## config.mk

```make
export PLATFORM = sky130hd
export DESIGN_NAME = segment_fit_allocator_top
export DESIGN_NICKNAME = d
export VERILOG_FILES = /design/src/sv/sfa_pkg.sv /design/src/sv/sfa_table.sv /design/src/sv/sfa_ctrl.sv /design/src/sv/segment_fit_allocator_top.sv
export SDC_FILE = /design/constraint.sdc
export NUM_CORES = 1
export LEC_CHECK = 0
export BUFFER_PORTS_ARGS = -buffer_cell sky130_fd_sc_hd__buf_4
export CAP_MARGIN = 20
export CORE_MARGIN = 2
export CORE_UTILIZATION = 66
export DETAILED_ROUTE_END_ITERATION = 10
export PLACE_DENSITY_LB_ADDON = 0.25
export RECOVER_POWER = 25
export SKIP_LAST_GASP = 1
export SLEW_MARGIN = 25
export SYNTH_ARGS = -nofsm -noshare
export SYNTH_HDL_FRONTEND = slang
export SYNTH_HIERARCHICAL = 1
export SYNTH_SLANG_ARGS = --single-unit
```

## constraint.sdc

```tcl
create_clock -name clock -period 17 [get_ports clock]
set_clock_uncertainty 0.1 [all_clocks]
set_input_delay 3.4 -clock clock [delete_from_list [all_inputs] [get_ports clock]]
set_output_delay 3.4 -clock clock [all_outputs]
set_load 0.01 [all_outputs]
```

## src/sv/sfa_pkg.sv

```systemverilog
// ----------------------------------------------------------------------------
// sfa_pkg
// Shared types and constants of the segment fit allocator.
// ----------------------------------------------------------------------------
package sfa_pkg;

   localparam int TABLE_ENTRIES = 16;
   localparam int ADDR_BITS     = 16;
   localparam int IDX_BITS      = $clog2(TABLE_ENTRIES);
   localparam int CNT_BITS      = $clog2(TABLE_ENTRIES + 1);

   localparam logic [1:0] ACT_APPEND = 2'd0;
   localparam logic [1:0] ACT_ALLOC  = 2'd1;
   localparam logic [1:0] ACT_FREE   = 2'd2;

   localparam logic [1:0] FIT_BEST  = 2'd1;
   localparam logic [1:0] FIT_WORST = 2'd2;

   localparam logic [2:0] ST_OK       = 3'd0;
   localparam logic [2:0] ST_OVERSIZE = 3'd1;
   localparam logic [2:0] ST_FRAG     = 3'd2;
   localparam logic [2:0] ST_NO_OWNER = 3'd3;
   localparam logic [2:0] ST_NO_ROOM  = 3'd4;

   // one table entry as held in memory
   typedef struct packed {
      logic [ADDR_BITS-1:0] start;
      logic [ADDR_BITS-1:0] size;
      logic                 used;
      logic [7:0]           owner;
      logic [1:0]           kind;
   } hole_type;

   // memory port request from the sequencer
   typedef struct packed {
      logic                rd_en;
      logic [IDX_BITS-1:0] rd_addr;
      logic                wr_en;
      logic [IDX_BITS-1:0] wr_addr;
      hole_type            wr_data;
   } mem_req_type;

   typedef enum logic [3:0] {
      S_IDLE,
      S_APPEND,
      S_SCAN_RD,
      S_SCAN,
      S_SPLIT_RD,
      S_SPLIT,
      S_GRANT,
      S_FREE_RD,
      S_FREE,
      S_MERGE_RD,
      S_MERGE,
      S_SHDN_RD,
      S_SHDN,
      S_DONE
   } state_type;

endpackage

```

## src/sv/sfa_table.sv

```systemverilog
// ----------------------------------------------------------------------------
// sfa_table
// Hole table storage: one write port, one read port, registered read data.
// ----------------------------------------------------------------------------
module sfa_table
   import sfa_pkg::*;
(
   input  logic        clock,
   input  mem_req_type mem_req,
   output hole_type    rd_data
);

   hole_type mem [TABLE_ENTRIES];
   hole_type rd_data_ff;

   // write and read ports, registered output; a read of the entry being written returns the old entry
   always_ff @(posedge clock) begin
      if (mem_req.wr_en) begin
         mem[mem_req.wr_addr] <= mem_req.wr_data;
      end
      if (mem_req.rd_en) begin
         rd_data_ff <= mem[mem_req.rd_addr];
      end
   end

   assign rd_data = rd_data_ff;

endmodule

```

## src/sv/sfa_ctrl.sv

```systemverilog
// ----------------------------------------------------------------------------
// sfa_ctrl
// Sequencer: scans, splits, frees and merges the hole table through the
// memory port, one entry access per cycle.
// ----------------------------------------------------------------------------
module sfa_ctrl
   import sfa_pkg::*;
(
   input  logic                 clock,
   input  logic                 reset,
   input  logic                 req_valid,
   output logic                 req_stall,
   input  logic [1:0]           req_action,
   input  logic [1:0]           req_fit_policy,
   input  logic [7:0]           req_owner_id,
   input  logic [1:0]           req_segment_kind,
   input  logic [15:0]          req_request_size,
   output logic                 rsp_valid,
   input  logic                 rsp_stall,
   output logic [2:0]           rsp_status,
   output logic [15:0]          rsp_base,
   output logic [15:0]          rsp_granted_size,
   output logic [15:0]          rsp_internal_waste,
   output mem_req_type          mem_req,
   input  hole_type             rd_data
);

   state_type state_ff, state_in;
   logic [1:0]  act_ff, act_in;
   logic [1:0]  pol_ff, pol_in;
   logic [7:0]  own_ff, own_in;
   logic [1:0]  kind_ff, kind_in;
   logic [15:0] req_ff, req_in;
   logic [CNT_BITS-1:0] cnt_ff, cnt_in;
   logic [ADDR_BITS-1:0] total_ff, total_in;
   logic [CNT_BITS-1:0] idx_ff, idx_in;   // scan pointer, read and write address
   logic [CNT_BITS-1:0] dst_ff, dst_in;   // merge write pointer
   logic                found_ff, found_in;
   logic                any_ff, any_in;
   logic [IDX_BITS-1:0] pick_ff, pick_in;
   logic [ADDR_BITS-1:0] psize_ff, psize_in;
   hole_type            hold_ff, hold_in;  // carried entry
   logic [16:0]         rnd_ff, rnd_in;    // rounded request
   logic                vld_ff, vld_in;
   logic [2:0]          st_ff, st_in;
   logic [15:0]         base_ff, base_in;
   logic [15:0]         gr_ff, gr_in;
   logic [15:0]         ws_ff, ws_in;

   logic [16:0]         newtot;
   logic                take;
   logic                fits;
   hole_type            cur;
   logic [ADDR_BITS:0]  sum;

   assign rsp_valid          = vld_ff;
   assign rsp_status         = st_ff;
   assign rsp_base           = base_ff;
   assign rsp_granted_size   = gr_ff;
   assign rsp_internal_waste = ws_ff;
   assign req_stall          = (state_ff != S_IDLE) || vld_ff;

   // hold state and result registers
   always_ff @(posedge clock) begin
      if (reset) begin
         state_ff <= S_IDLE;
         cnt_ff   <= '0;
         total_ff <= '0;
         vld_ff   <= 1'b0;
      end else begin
         state_ff <= state_in;
         cnt_ff   <= cnt_in;
         total_ff <= total_in;
         vld_ff   <= vld_in;
      end
      act_ff <= act_in; pol_ff <= pol_in; own_ff <= own_in; kind_ff <= kind_in;
      req_ff <= req_in; idx_ff <= idx_in; dst_ff <= dst_in; found_ff <= found_in;
      any_ff <= any_in; pick_ff <= pick_in; psize_ff <= psize_in; hold_ff <= hold_in;
      rnd_ff <= rnd_in; st_ff <= st_in; base_ff <= base_in; gr_ff <= gr_in;
      ws_ff <= ws_in;
   end

   // next state, memory accesses
   always_comb begin
      state_in = state_ff; act_in = act_ff; pol_in = pol_ff; own_in = own_ff;
      kind_in = kind_ff; req_in = req_ff; cnt_in = cnt_ff; total_in = total_ff;
      idx_in = idx_ff; dst_in = dst_ff; found_in = found_ff; any_in = any_ff;
      pick_in = pick_ff; psize_in = psize_ff; hold_in = hold_ff; rnd_in = rnd_ff;
      vld_in = vld_ff; st_in = st_ff; base_in = base_ff; gr_in = gr_ff; ws_in = ws_ff;
      mem_req  = '0;
      cur      = rd_data;
      newtot   = {1'b0, total_ff} + {1'b0, req_ff};
      fits     = !cur.used && (cur.size >= req_ff);
      take     = 1'b0;
      sum      = {1'b0, hold_ff.size} + {1'b0, cur.size};
      if (vld_ff && !rsp_stall) begin
         vld_in = 1'b0;
      end
      unique case (state_ff)
         S_IDLE: begin
            if (req_valid && !req_stall) begin
               act_in = req_action; pol_in = req_fit_policy; own_in = req_owner_id;
               kind_in = req_segment_kind; req_in = req_request_size;
               st_in = ST_OK; base_in = '0; gr_in = '0; ws_in = '0;
               idx_in = '0; found_in = 1'b0; any_in = 1'b0; rnd_in = 17'd1;
               unique case (req_action)
                  ACT_APPEND: state_in = S_APPEND;
                  ACT_ALLOC:  state_in = S_SCAN_RD;
                  ACT_FREE:   state_in = S_FREE_RD;
                  default:    state_in = S_DONE;
               endcase
            end
         end
         S_APPEND: begin
            if (cnt_ff >= CNT_BITS'(TABLE_ENTRIES) || newtot[16]) begin
               st_in = ST_NO_ROOM;
            end else begin
               mem_req.wr_en   = 1'b1;
               mem_req.wr_addr = cnt_ff[IDX_BITS-1:0];
               mem_req.wr_data = '{start: total_ff, size: req_ff, used: 1'b0,
                                   owner: 8'd0, kind: 2'd0};
               cnt_in   = cnt_ff + 1'b1;
               total_in = newtot[15:0];
               base_in  = total_ff;
               gr_in    = req_ff;
            end
            state_in = S_DONE;
         end
         // issue read of entry idx, also step the rounding; end the scan past the last entry
         S_SCAN_RD: begin
            if (rnd_ff < {1'b0, req_ff}) begin
               rnd_in = {rnd_ff[15:0], 1'b0};
            end
            if (idx_ff >= cnt_ff) begin
               state_in = found_ff ? S_SPLIT_RD : S_DONE;
               if (!found_ff) begin
                  st_in = (total_ff < req_ff) ? ST_OVERSIZE : ST_FRAG;
               end
            end else begin
               mem_req.rd_en   = 1'b1;
               mem_req.rd_addr = idx_ff[IDX_BITS-1:0];
               state_in        = S_SCAN;
            end
         end
         S_SCAN: begin
            if (fits) begin
               if (pol_ff == FIT_BEST) begin
                  take = !found_ff || (cur.size < psize_ff);
               end else if (pol_ff == FIT_WORST) begin
                  take = !found_ff || (cur.size >= psize_ff);
               end else begin
                  take = 1'b1;
               end
            end
            if (take) begin
               found_in = 1'b1;
               pick_in  = idx_ff[IDX_BITS-1:0];
               psize_in = cur.size;
            end
            idx_in = idx_ff + 1'b1;
            if (take && pol_ff != FIT_BEST && pol_ff != FIT_WORST) begin
               idx_in = cnt_ff;
            end
            state_in = S_SCAN_RD;
         end
         S_SPLIT_RD: begin
            // finish rounding first
            if (rnd_ff < {1'b0, req_ff}) begin
               rnd_in = {rnd_ff[15:0], 1'b0};
            end else begin
               mem_req.rd_en   = 1'b1;
               mem_req.rd_addr = pick_ff;
               state_in        = S_SPLIT;
            end
         end
         S_SPLIT: begin
            hold_in = cur;
            hold_in.used = 1'b1; hold_in.owner = own_ff; hold_in.kind = kind_ff;
            if ({1'b0, cur.size} > rnd_ff && cnt_ff < CNT_BITS'(TABLE_ENTRIES)) begin
               hold_in.size = rnd_ff[15:0];
               // shift entries above pick up by one, from the top
               idx_in   = cnt_ff;
               state_in = S_SHDN_RD;
               dst_in   = '1;
            end else begin
               state_in = S_GRANT;
            end
         end
         // shift up: move entry idx-1 to idx, down to pick+1
         S_SHDN_RD: begin
            if (idx_ff == CNT_BITS'(pick_ff) + 1'b1) begin
               mem_req.wr_en   = 1'b1;
               mem_req.wr_addr = idx_ff[IDX_BITS-1:0];
               mem_req.wr_data = '{start: hold_ff.start + rnd_ff[15:0],
                                   size: psize_ff - rnd_ff[15:0], used: 1'b0,
                                   owner: 8'd0, kind: 2'd0};
               cnt_in   = cnt_ff + 1'b1;
               state_in = S_GRANT;
            end else begin
               mem_req.rd_en   = 1'b1;
               mem_req.rd_addr = IDX_BITS'(idx_ff - 1'b1);
               state_in        = S_SHDN;
            end
         end
         S_SHDN: begin
            mem_req.wr_en   = 1'b1;
            mem_req.wr_addr = idx_ff[IDX_BITS-1:0];
            mem_req.wr_data = cur;
            idx_in   = idx_ff - 1'b1;
            state_in = S_SHDN_RD;
         end
         S_GRANT: begin
            mem_req.wr_en   = 1'b1;
            mem_req.wr_addr = pick_ff;
            mem_req.wr_data = hold_ff;
            base_in  = hold_ff.start;
            gr_in    = hold_ff.size;
            ws_in    = hold_ff.size - req_ff;
            state_in = S_DONE;
         end
         // release owner's entries
         S_FREE_RD: begin
            if (idx_ff >= cnt_ff) begin
               if (!any_ff) begin
                  st_in = ST_NO_OWNER;
               end
               idx_in = '0; dst_in = '0;
               state_in = (cnt_ff == '0) ? S_DONE : S_MERGE_RD;
            end else begin
               mem_req.rd_en   = 1'b1;
               mem_req.rd_addr = idx_ff[IDX_BITS-1:0];
               state_in        = S_FREE;
            end
         end
         S_FREE: begin
            if (cur.used && cur.owner == own_ff) begin
               mem_req.wr_en   = 1'b1;
               mem_req.wr_addr = idx_ff[IDX_BITS-1:0];
               mem_req.wr_data = cur;
               mem_req.wr_data.used  = 1'b0;
               mem_req.wr_data.owner = 8'd0;
               any_in = 1'b1;
            end
            idx_in   = idx_ff + 1'b1;
            state_in = S_FREE_RD;
         end
         // compact: hold carries the last kept entry, written at dst
         S_MERGE_RD: begin
            if (idx_ff >= cnt_ff) begin
               mem_req.wr_en   = 1'b1;
               mem_req.wr_addr = dst_ff[IDX_BITS-1:0];
               mem_req.wr_data = hold_ff;
               cnt_in   = dst_ff + 1'b1;
               state_in = S_DONE;
            end else begin
               mem_req.rd_en   = 1'b1;
               mem_req.rd_addr = idx_ff[IDX_BITS-1:0];
               state_in        = S_MERGE;
            end
         end
         S_MERGE: begin
            if (idx_ff == '0) begin
               hold_in = cur;
            end else if (!hold_ff.used && !cur.used) begin
               hold_in.size = sum[ADDR_BITS-1:0];
            end else begin
               mem_req.wr_en   = 1'b1;
               mem_req.wr_addr = dst_ff[IDX_BITS-1:0];
               mem_req.wr_data = hold_ff;
               dst_in  = dst_ff + 1'b1;
               hold_in = cur;
            end
            idx_in   = idx_ff + 1'b1;
            state_in = S_MERGE_RD;
         end
         S_DONE: begin
            if (!vld_ff || !rsp_stall) begin
               vld_in   = 1'b1;
               state_in = S_IDLE;
            end
         end
         default: state_in = S_IDLE;
      endcase
   end

endmodule

```

## src/sv/segment_fit_allocator_top.sv

```systemverilog
// ----------------------------------------------------------------------------
// segment_fit_allocator_top
// Hole table allocator with first, best and worst fit.
// ----------------------------------------------------------------------------
// One word in, one word out. Append writes one new hole after the last entry.
// Allocate reads table entries for the fit scan (first fit stops at the first
// hole that fits), with the power of two rounding overlapped with the scan,
// and shifts entries up when a split inserts a hole. Free releases the owner's
// entries in one pass and merges adjacent free holes in a second. All passes run
// through the single read / single write port of the hole table memory (16
// entries). A new word is taken once the previous result is gone.
module segment_fit_allocator_top
   import sfa_pkg::*;
(
   input  logic        clock,
   input  logic        reset,
   input  logic        req_valid,
   output logic        req_stall,
   input  logic [1:0]  req_action,
   input  logic [1:0]  req_fit_policy,
   input  logic [7:0]  req_owner_id,
   input  logic [1:0]  req_segment_kind,
   input  logic [15:0] req_request_size,
   output logic        rsp_valid,
   input  logic        rsp_stall,
   output logic [2:0]  rsp_status,
   output logic [15:0] rsp_base,
   output logic [15:0] rsp_granted_size,
   output logic [15:0] rsp_internal_waste
);

   mem_req_type mem_req;
   hole_type    rd_data;

   sfa_ctrl u_ctrl (
      .clock, .reset, .req_valid, .req_stall, .req_action, .req_fit_policy,
      .req_owner_id, .req_segment_kind, .req_request_size, .rsp_valid,
      .rsp_stall, .rsp_status, .rsp_base, .rsp_granted_size,
      .rsp_internal_waste, .mem_req, .rd_data
   );

   sfa_table u_table (
      .clock, .mem_req, .rd_data
   );

endmodule
```

Word-level counts from Yosys, hierarchy flattened

Memory sizes are Yosys's and may differ from the RTL's. A register that Yosys moved wholly into a read port is not among the register bits.
Index checks and enable logic that the tools add are counted.

Bits in registers: 197
Memory bits (writable): 688
Input bits: 34
Word-level logic and storage cells: 209
Output and inout port bits: 53
Memories kept: 1

Eq/ne operators: 39
Add/subtract/negate cells: 10
Bitwise gates (word level): 1
Reduce and logical (&&, ||, !) cells: 52
$lt $le $gt $ge: 9
Mux-type cells: 73

Memory list:

| memory      | words | width | rd ports | clocked after Yosys merged registers in | wr ports | RTL line        | source |
|---|---|---|---|---|---|---|---|
| u_table.mem | 16    | 43    | 1        | 1                                       | 1        | sfa_table.sv:13 | `hole_type mem [TABLE_ENTRIES];` |

Operators by type and width:

| operator                                               | number |
|---|---|
| case mux 48 bit (7 select lines)                       | 1 |
| two-way mux 48 bit                                     | 6 |
| two-way mux 16 bit                                     | 6 |
| case mux 16 bit (3 select lines)                       | 2 |
| case mux 43 bit (2 select lines)                       | 1 |
| two-way mux 5 bit                                      | 13 |
| case mux 4 bit (13 select lines)                       | 1 |
| case mux 5 bit (3 select lines)                        | 3 |
| two-way mux 43 bit                                     | 1 |
| two-way mux 17 bit                                     | 2 |
| case mux 17 bit (2 select lines)                       | 1 |
| adder 16 bit                                           | 2 |
| greater-or-equal comparator 16 bit                     | 2 |
| < comparator 16 bit                                    | 2 |
| two-way mux 4 bit                                      | 8 |
| case mux 16 bit (2 select lines)                       | 1 |
| subtractor 16 bit                                      | 2 |
| case mux 5 bit (6 select lines)                        | 1 |
| equality test 4 bit (second input constant)            | 6 |
| two-way mux 3 bit                                      | 8 |
| inequality test 2 x 1 -> 1 bit (second input constant) | 11 |
| adder 16 x 16 -> 17 bit                                | 1 |
| greater-than comparator 16 x 17 -> 1 bit               | 1 |
| < comparator 17 x 16 -> 1 bit                          | 1 |
| other kinds (39)                                       | 101 |

Depth between registers and ports, before layout

Gate-level depths: netlist of run 1.

Depth in word-level cells: 10
Gate-level depth with buffers: 16
Gate-level depth less buffers: 13

Cells and area by module

Netlist of run 1, hierarchy kept.

By module, submodules not included:

| module    | sequential area each (µm²) | instances | area an instance (µm²) | cells an instance |
|---|---|---|---|---|
| sfa_table | 21951.1                    | 1         | 27069.7                | 1116 |
| sfa_ctrl  | 5655.4                     | 1         | 14471.4                | 1500 |

Worst setup path after synthesis of run 1

No wires, ideal clock.

Path type: reg2reg
Start point: register u_ctrl.req_ff[0]
End point: memory u_table/mem[0][0] in the netlist's numbering, enable pin
Setup time: 0.497 ns
Data required time: 16.403 ns
Buffers on the path: 1
Stages on the path, launching flop included: 15
Data arrival time: 5.867 ns
Period minus slack after synthesis: 6.463 ns
Path slack: 10.537 ns
Path through: edfxtp_1 -> ha_1 -> inv_1 -> fa_1 -> nor2_1 -> o221ai_1 -> a211oi_2 -> a31oi_2 -> o21ai_2 -> nor2_4 -> buf_1 -> nand2_1 -> nand2_1 -> or3b_2 -> nor3_1

RTL lines:

| element                  | RTL line        | source |
|---|---|---|
| start: declaration       | sfa_ctrl.sv:33  | `logic [15:0] req_ff, req_in;` |
| start signal: assignment | sfa_ctrl.sv:77  | `req_ff <= req_in; idx_ff <= idx_in; dst_ff <= dst_in; found_ff <= found_in;` |
| end: declaration         | sfa_table.sv:13 |  |

==> flow_summary.toml, run 1 <==
[sta]
finalCritPeriodShare_pct = 44.12
timing_max_transition_violations_final = 184
maxSlewHeadroom_pct = -85.54
timing.final.hold_violations = 0
rsz0062_at_grt = "false"
setup_viol = 0
fin_hold_ws_ns = 0.3503
tightestPinTransition_ns = 2.773
fin_setup_tns_ns = 0
timing.final.ws_setup_ns = 9.499
final.min_clock_period_ns = 7.501
max_clock_freq_mhz = 133.3

[route]
drc = 0
drt-pass1-iter-count = 6
route.detailed.vias_per_inst = 7.130
drt-total-wl_um = 109900
avgRoutedWirePerCell_um = 31.18
ant_nets = 0
vias = 25130
drt-initial-drc-count = 3057

[min_path]
min_path_type = "reg -> reg"

[placed_design]
placedCellCount = 3354
pre_cts_ws_ns = 10.60
placement.io_buffers = 84
dp.final_hpwl_um = 62830
postPlaceCellArea_um2 = 41710
finalWeightedCongestion = 0.9419

[global_routing]
gr-max-usage-layer = "met2"
grt_pass1_wl_um = 162900
gr_met3_demand_resource_pct = 6.744
grt_start_max_net_pins = 117
number_of_antenna_violations_at_the_first_check_in_global_routing = 1
grt_pass1_vias = 25320
grt_use_met1_pct = 47.74
global_route.usage.total_pct = 35.68
grt_overflow_total = 0
gr-usage-met2_pct = 57.81

[job]
timing.max_cap.violations = 6

[critical_path]
critical_path.startpoint_type = "flop"
critical_path_buf_inv_count = 2
slowest_cell_on_crit_path = "nor2_1"
timing.critical_path.cells = "ha_1 -> inv_1 -> fa_1 -> nor2_1 -> o221ai_1 -> a211oi_1 -> a31oi_1 -> o21ai_0 -> nor2_1 -> clkbuf_1 -> a222oi_1 -> nand2_1"
timing.critical_path.required_ns = 17.26
crit_path_max_incr_delay_ns = 2.10
path_delay_family = "simple AND/OR/NAND/NOR gates"
critPathArrivalTime_ns = 7.76
timing.critical_path.to_type = "flop"
worst_setup_path_class = "reg -> reg"
cell_repeated_most_along_the_worst_path = "nor2_1"
crit_path_max_fanout = 38

[clock_network]
post_cts.repair.setup_buffers = 0
post_cts_resized = 0
clock_tree_from_tritoncts = "yes"
worst_setup_hold_path_clk_slew_ns = 0.06
cts.path.max_buffers = 3
root_buffer_cell = "clkbuf_16"
cts.htree.levels = 3
holdBufCountCts = 0
clock_insertion_delay_worst_skew_ns = 0.67
cts_sink_count = 890
total_cts_buffers = 88

[power_and_ir_drop]
cellLeakagePower_nw = 15.42
vdd_drop_max_mv = 0.1120
power.density_cell_area_nw_per_um2 = 174.2
total_power_mw = 7.780

[cells_and_area]
antenna-diode-count = 0
area.growth.synth_to_final_pct = 11.27
final_cells = 3524
layout_nets = 2876
fillCellCount = 3460
final_core_util_pct = 74.14
finish.instance_area_um2 = 44670
drive_above_1_share_pct = 16.52

[floorplan]
die_x_um = 250.6
fp.coreArea_um2 = 60250
die_area_um2 = 62810
dieHeight_um = 250.6
design.portCount = 87
placement_rows = 90
floorplan.initialDensity_pct = 66.63

[yosys]
mappedNetlistArea_um2 = 40140
synthesis.nets = 2764
yosys_warnings = 6
synthCells = 2556
avg_inst_size_synth_um2 = 15.71

[run_status]
status = "finished with violations"
failed_checks = "max-capacitance violations, max-slew violations"
report_power, final:
part           total (mW)  switching, mW  internal, mW
Sequential           3.23          0.296          2.93
Combinational        2.51           1.53         0.985
Clock                2.04          0.865          1.18
Total                7.78           2.69          5.09
registers in the layout (all words and copies together), names as in the netlist, 16 cells and up:
signal,cells
u_table/mem,656
u_ctrl/psize_ff,16
u_ctrl/rsp_base,16
u_ctrl/total_ff,16
u_ctrl/rnd_ff,17
u_ctrl/rsp_internal_waste,16
u_table/rd_data,41
u_ctrl/req_ff,16
u_ctrl/rsp_granted_size,16
u_ctrl/hold_ff,41
metal layers:
metal	vias up	share of wire, %
li1	10410	-
met1	12570	36
met2	1803	49
met3	337	11
met4	0	4.8
met5	-	0
placed cells by master (no fill, tap or decap), types with 19 or more instances in the layout:
| master | count |
|---|---|
| a211oi_1 | 21 |
| a21o_1 | 29 |
| a21oi_1 | 80 |
| a221o_1 | 24 |
| a22o_1 | 27 |
| a22oi_1 | 86 |
| buf_4 | 89 |
| clkbuf_1 | 32 |
| clkbuf_16 | 88 |
| clkbuf_4 | 24 |
| clkinv_1 | 19 |
| dfxtp_1 | 26 |
| edfxtp_1 | 864 |
| ha_1 | 169 |
| inv_1 | 95 |
| mux4_2 | 164 |
| nand2_1 | 178 |
| nand2b_1 | 23 |
| nand3_1 | 33 |
| nor2_1 | 135 |
| nor3_1 | 29 |
| o21ai_0 | 106 |
| xnor2_1 | 44 |
| xor2_1 | 38 |
final timing paths:
check | cells past startpoint | endpoint | slack (ns) | start
worst max-delay path | 12 | u_table/mem[13][22] | 9.50 | u_ctrl/req_ff[0]
worst max register to register | 12 | u_table/mem[13][22] | 9.50 | u_ctrl/req_ff[0]
worst min-delay path | 0 | u_ctrl/hold_ff[35] | 0.35 | u_table/rd_data[35]
worst min register to register | 0 | u_ctrl/hold_ff[35] | 0.35 | u_table/rd_data[35]
area by class of cell:
| type | count | area (µm²) | area share [%] |
|---|---|---|---|
| Inverter | 96 | 360.3 | 0.8067 |
| Multi-Input combinational cell | 1461 | 12870 | 28.81 |
| Clock buffer | 109 | 2311 | 5.174 |
| Timing Repair Buffer | 131 | 973.4 | 2.179 |
| Clock inverter | 55 | 708.2 | 1.585 |
| Sequential cell | 890 | 26470 | 59.25 |
| Tap cell | 782 | 978.4 | 2.191 |
Note: power is estimated with default switching activity, not from simulation.
==> run 2: changes to the inputs <==
--- a/config.mk
+++ b/config.mk
@@ -8,7 +8,7 @@
 export BUFFER_PORTS_ARGS = -buffer_cell sky130_fd_sc_hd__buf_4
 export CAP_MARGIN = 20
 export CORE_MARGIN = 2
-export CORE_UTILIZATION = 66
+export CORE_UTILIZATION = 57
 export DETAILED_ROUTE_END_ITERATION = 10
 export PLACE_DENSITY_LB_ADDON = 0.25
 export RECOVER_POWER = 25
==> constraint.sdc (replaced) <==
create_clock -name clock -period 6.4 [get_ports clock]
set_clock_uncertainty 0.1 [all_clocks]
set_input_delay 1.28 -clock clock [delete_from_list [all_inputs] [get_ports clock]]
set_output_delay 1.28 -clock clock [all_outputs]
set_load 0.01 [all_outputs]
==> flow_summary.toml, run 2 (synthesis gave the netlist of run 1 again) <==
[critical_path]
rrSetupSlack_ns = 0.95
worst_setup_path_class = "reg -> reg"
cell_repeated_most_along_the_worst_path = "nor2_1"
crit_path_max_fanout = 63
startpoint = "u_ctrl/req_ff[1]"
worst_r2r_startpoint = "u_ctrl/req_ff[1]"
crit_end = "u_table/mem[3][23]"
timing.critical_path.cells = "inv_1 -> fa_1 -> nor2_1 -> o221ai_1 -> a211oi_2 -> a31oi_2 -> o21ai_2 -> nor2_1 -> clkbuf_2 -> a222oi_1 -> o21ai_0 -> buf_4"
timing.critical_path.to_type = "flop"
crit_path_max_incr_delay_ns = 0.84
timing.critical_path.required_ns = 6.70
worstReg2RegEnd = "u_table/mem[3][23]"
slowest_cell_on_crit_path = "clkbuf_2"
worstRegToRegCells = 12
critical_path.startpoint_type = "flop"
critPathArrivalTime_ns = 5.75

[sta]
maxSlewHeadroom_pct = -31.43
rsz0062_at_grt = "false"
setup_viol = 0
timing_max_transition_violations_final = 97
fin_hold_ws_ns = 0.3576
fin_setup_tns_ns = 0
timing.final.hold_violations = 0
final.min_clock_period_ns = 5.448
tightestPinTransition_ns = 1.971
finalCritPeriodShare_pct = 85.13
timing.final.ws_setup_ns = 0.9517
max_clock_freq_mhz = 183.5

[clock_network]
clock_insertion_delay_worst_skew_ns = 0.66
cts.htree.levels = 3
root_buffer_cell = "clkbuf_16"
post_cts.repair.setup_buffers = 0
total_cts_buffers = 90
post_cts_resized = 0
cts.path.max_buffers = 3
holdBufCountCts = 0
clock_tree_from_tritoncts = "yes"
cts_sink_count = 890
worst_setup_hold_path_clk_slew_ns = 0.06

[cells_and_area]
most-common-layout-cells = "edfxtp_1 (864), nand2_1 (178), ha_1 (169), mux4_2 (164), nor2_1 (134)"
largest_reg_flops = 656
multiInputGateArea_um2 = 12890
drive_above_1_share_pct = 15.03
fillCellCount = 4918
max_flop_register = "u_table/mem"
mostFrequentLayoutCell = "edfxtp_1"
area.growth.synth_to_final_pct = 11.42
finish.instance_area_um2 = 44730
final-seq-area_um2 = 26470
layout_nets = 2896

[floorplan]
floorplan.initialDensity_pct = 57.42
dieHeight_um = 269.4
fp.coreArea_um2 = 69910
design.portCount = 87
die_area_um2 = 72560
die_x_um = 269.4
placement_rows = 97

[route]
ant_nets = 0
drt-total-wl_um = 102900
route.detailed.vias_per_inst = 6.475
drc = 0
drt-pass1-iter-count = 6
drt-initial-drc-count = 2869
vias = 23970
avgRoutedWirePerCell_um = 27.80

[global_routing]
grt_pass1_vias = 24090
number_of_antenna_violations_at_the_first_check_in_global_routing = 1
grt_start_max_net_pins = 64
global_route.usage.total_pct = 28.46
grt_overflow_total = 0
grt_pass1_wl_um = 153800

[power_and_ir_drop]
power.density_cell_area_nw_per_um2 = 449.6
vdd_drop_max_mv = 0.2523
cellLeakagePower_nw = 15.25

[run_status]
failed_checks = "max-capacitance violations, max-slew violations"
status = "finished with violations"

[placed_design]
pre_cts_ws_ns = 1.358
postPlaceCellArea_um2 = 42170
dp.final_hpwl_um = 66180
placement.io_buffers = 84
finalWeightedCongestion = 0.9281

[job]
timing.max_cap.violations = 5

[min_path]
min_path_type = "reg -> reg"
==> run 2: cell count changes in the layout (fill, tap and decap cells not counted), sizes merged <==
| cell | delta |
|---|---|
| buf | -30 |
| bufinv | -8 |
| clkbuf | +53 |
| clkinv | +4 |
| clkinvlp | +3 |
| diode | +1 |
| inv | -3 |
==> run 2: layer usage <==
layer	part of all wire (%)	global-route usage, %
met4	3.3	10.15
met5	0	0
met2	48	45.60
met1	40	39.92
met3	8.5	4.720
==> run 2: worst min path at each step <==
stage | startpoint | endpoint | slack (ns) | cells past startpoint
5_1_grt | u_table/rd_data[42] | u_ctrl/hold_ff[42] | 0.38 | 0
6_report | u_table/rd_data[39] | u_ctrl/hold_ff[39] | 0.36 | 0
3_3_place_gp | u_table/rd_data[38] | u_ctrl/hold_ff[38] | 0.34 | 0
3_5_place_dp | u_table/rd_data[33] | u_ctrl/hold_ff[33] | 0.34 | 0
4_1_cts | u_table/rd_data[33] | u_ctrl/hold_ff[33] | 0.35 | 0
2_1_floorplan | u_table/rd_data[29] | u_ctrl/hold_ff[29] | 0.33 | 0
==> run 2: cell type report <==
class                      instances  share of cell area [%]
antenna                            1                0.005595
clock buffer                     114                   5.284
clock inverter                    51                   1.105
inverter                          96                  0.8057
multi-input combinational       1461                   28.81
sequential                       890                   59.17
tap                              940                   2.630
timing repair buffer             149                   2.185
==> run 2: metrics by stage <==
stage               std cells  power, mW  utilization [%]
floorplan                2556      12.94                -
global placement         3532      14.93            60.28
detailed placement       3533      15.19            60.32
CTS                      3698      20.27            64.41
global route             3701      21.06            63.98
finish                   3702      20.11            63.98
==> run 2: report_power, final <==
part	internal (mW)	switching, mW	leakage [nW]
clock	2.84	2.21	1.37
combinational	2.52	3.96	5.68
sequential	7.79	0.792	8.20
==> run 2: worst max-delay path: cells and delay by family (launching register included) <==
kind            cells  cell delay, ns
compound gates      6            2.14
fa+ha+maj           1            0.53
buf+inv             3            1.47
flops               1            0.57
simple gates        2            0.35
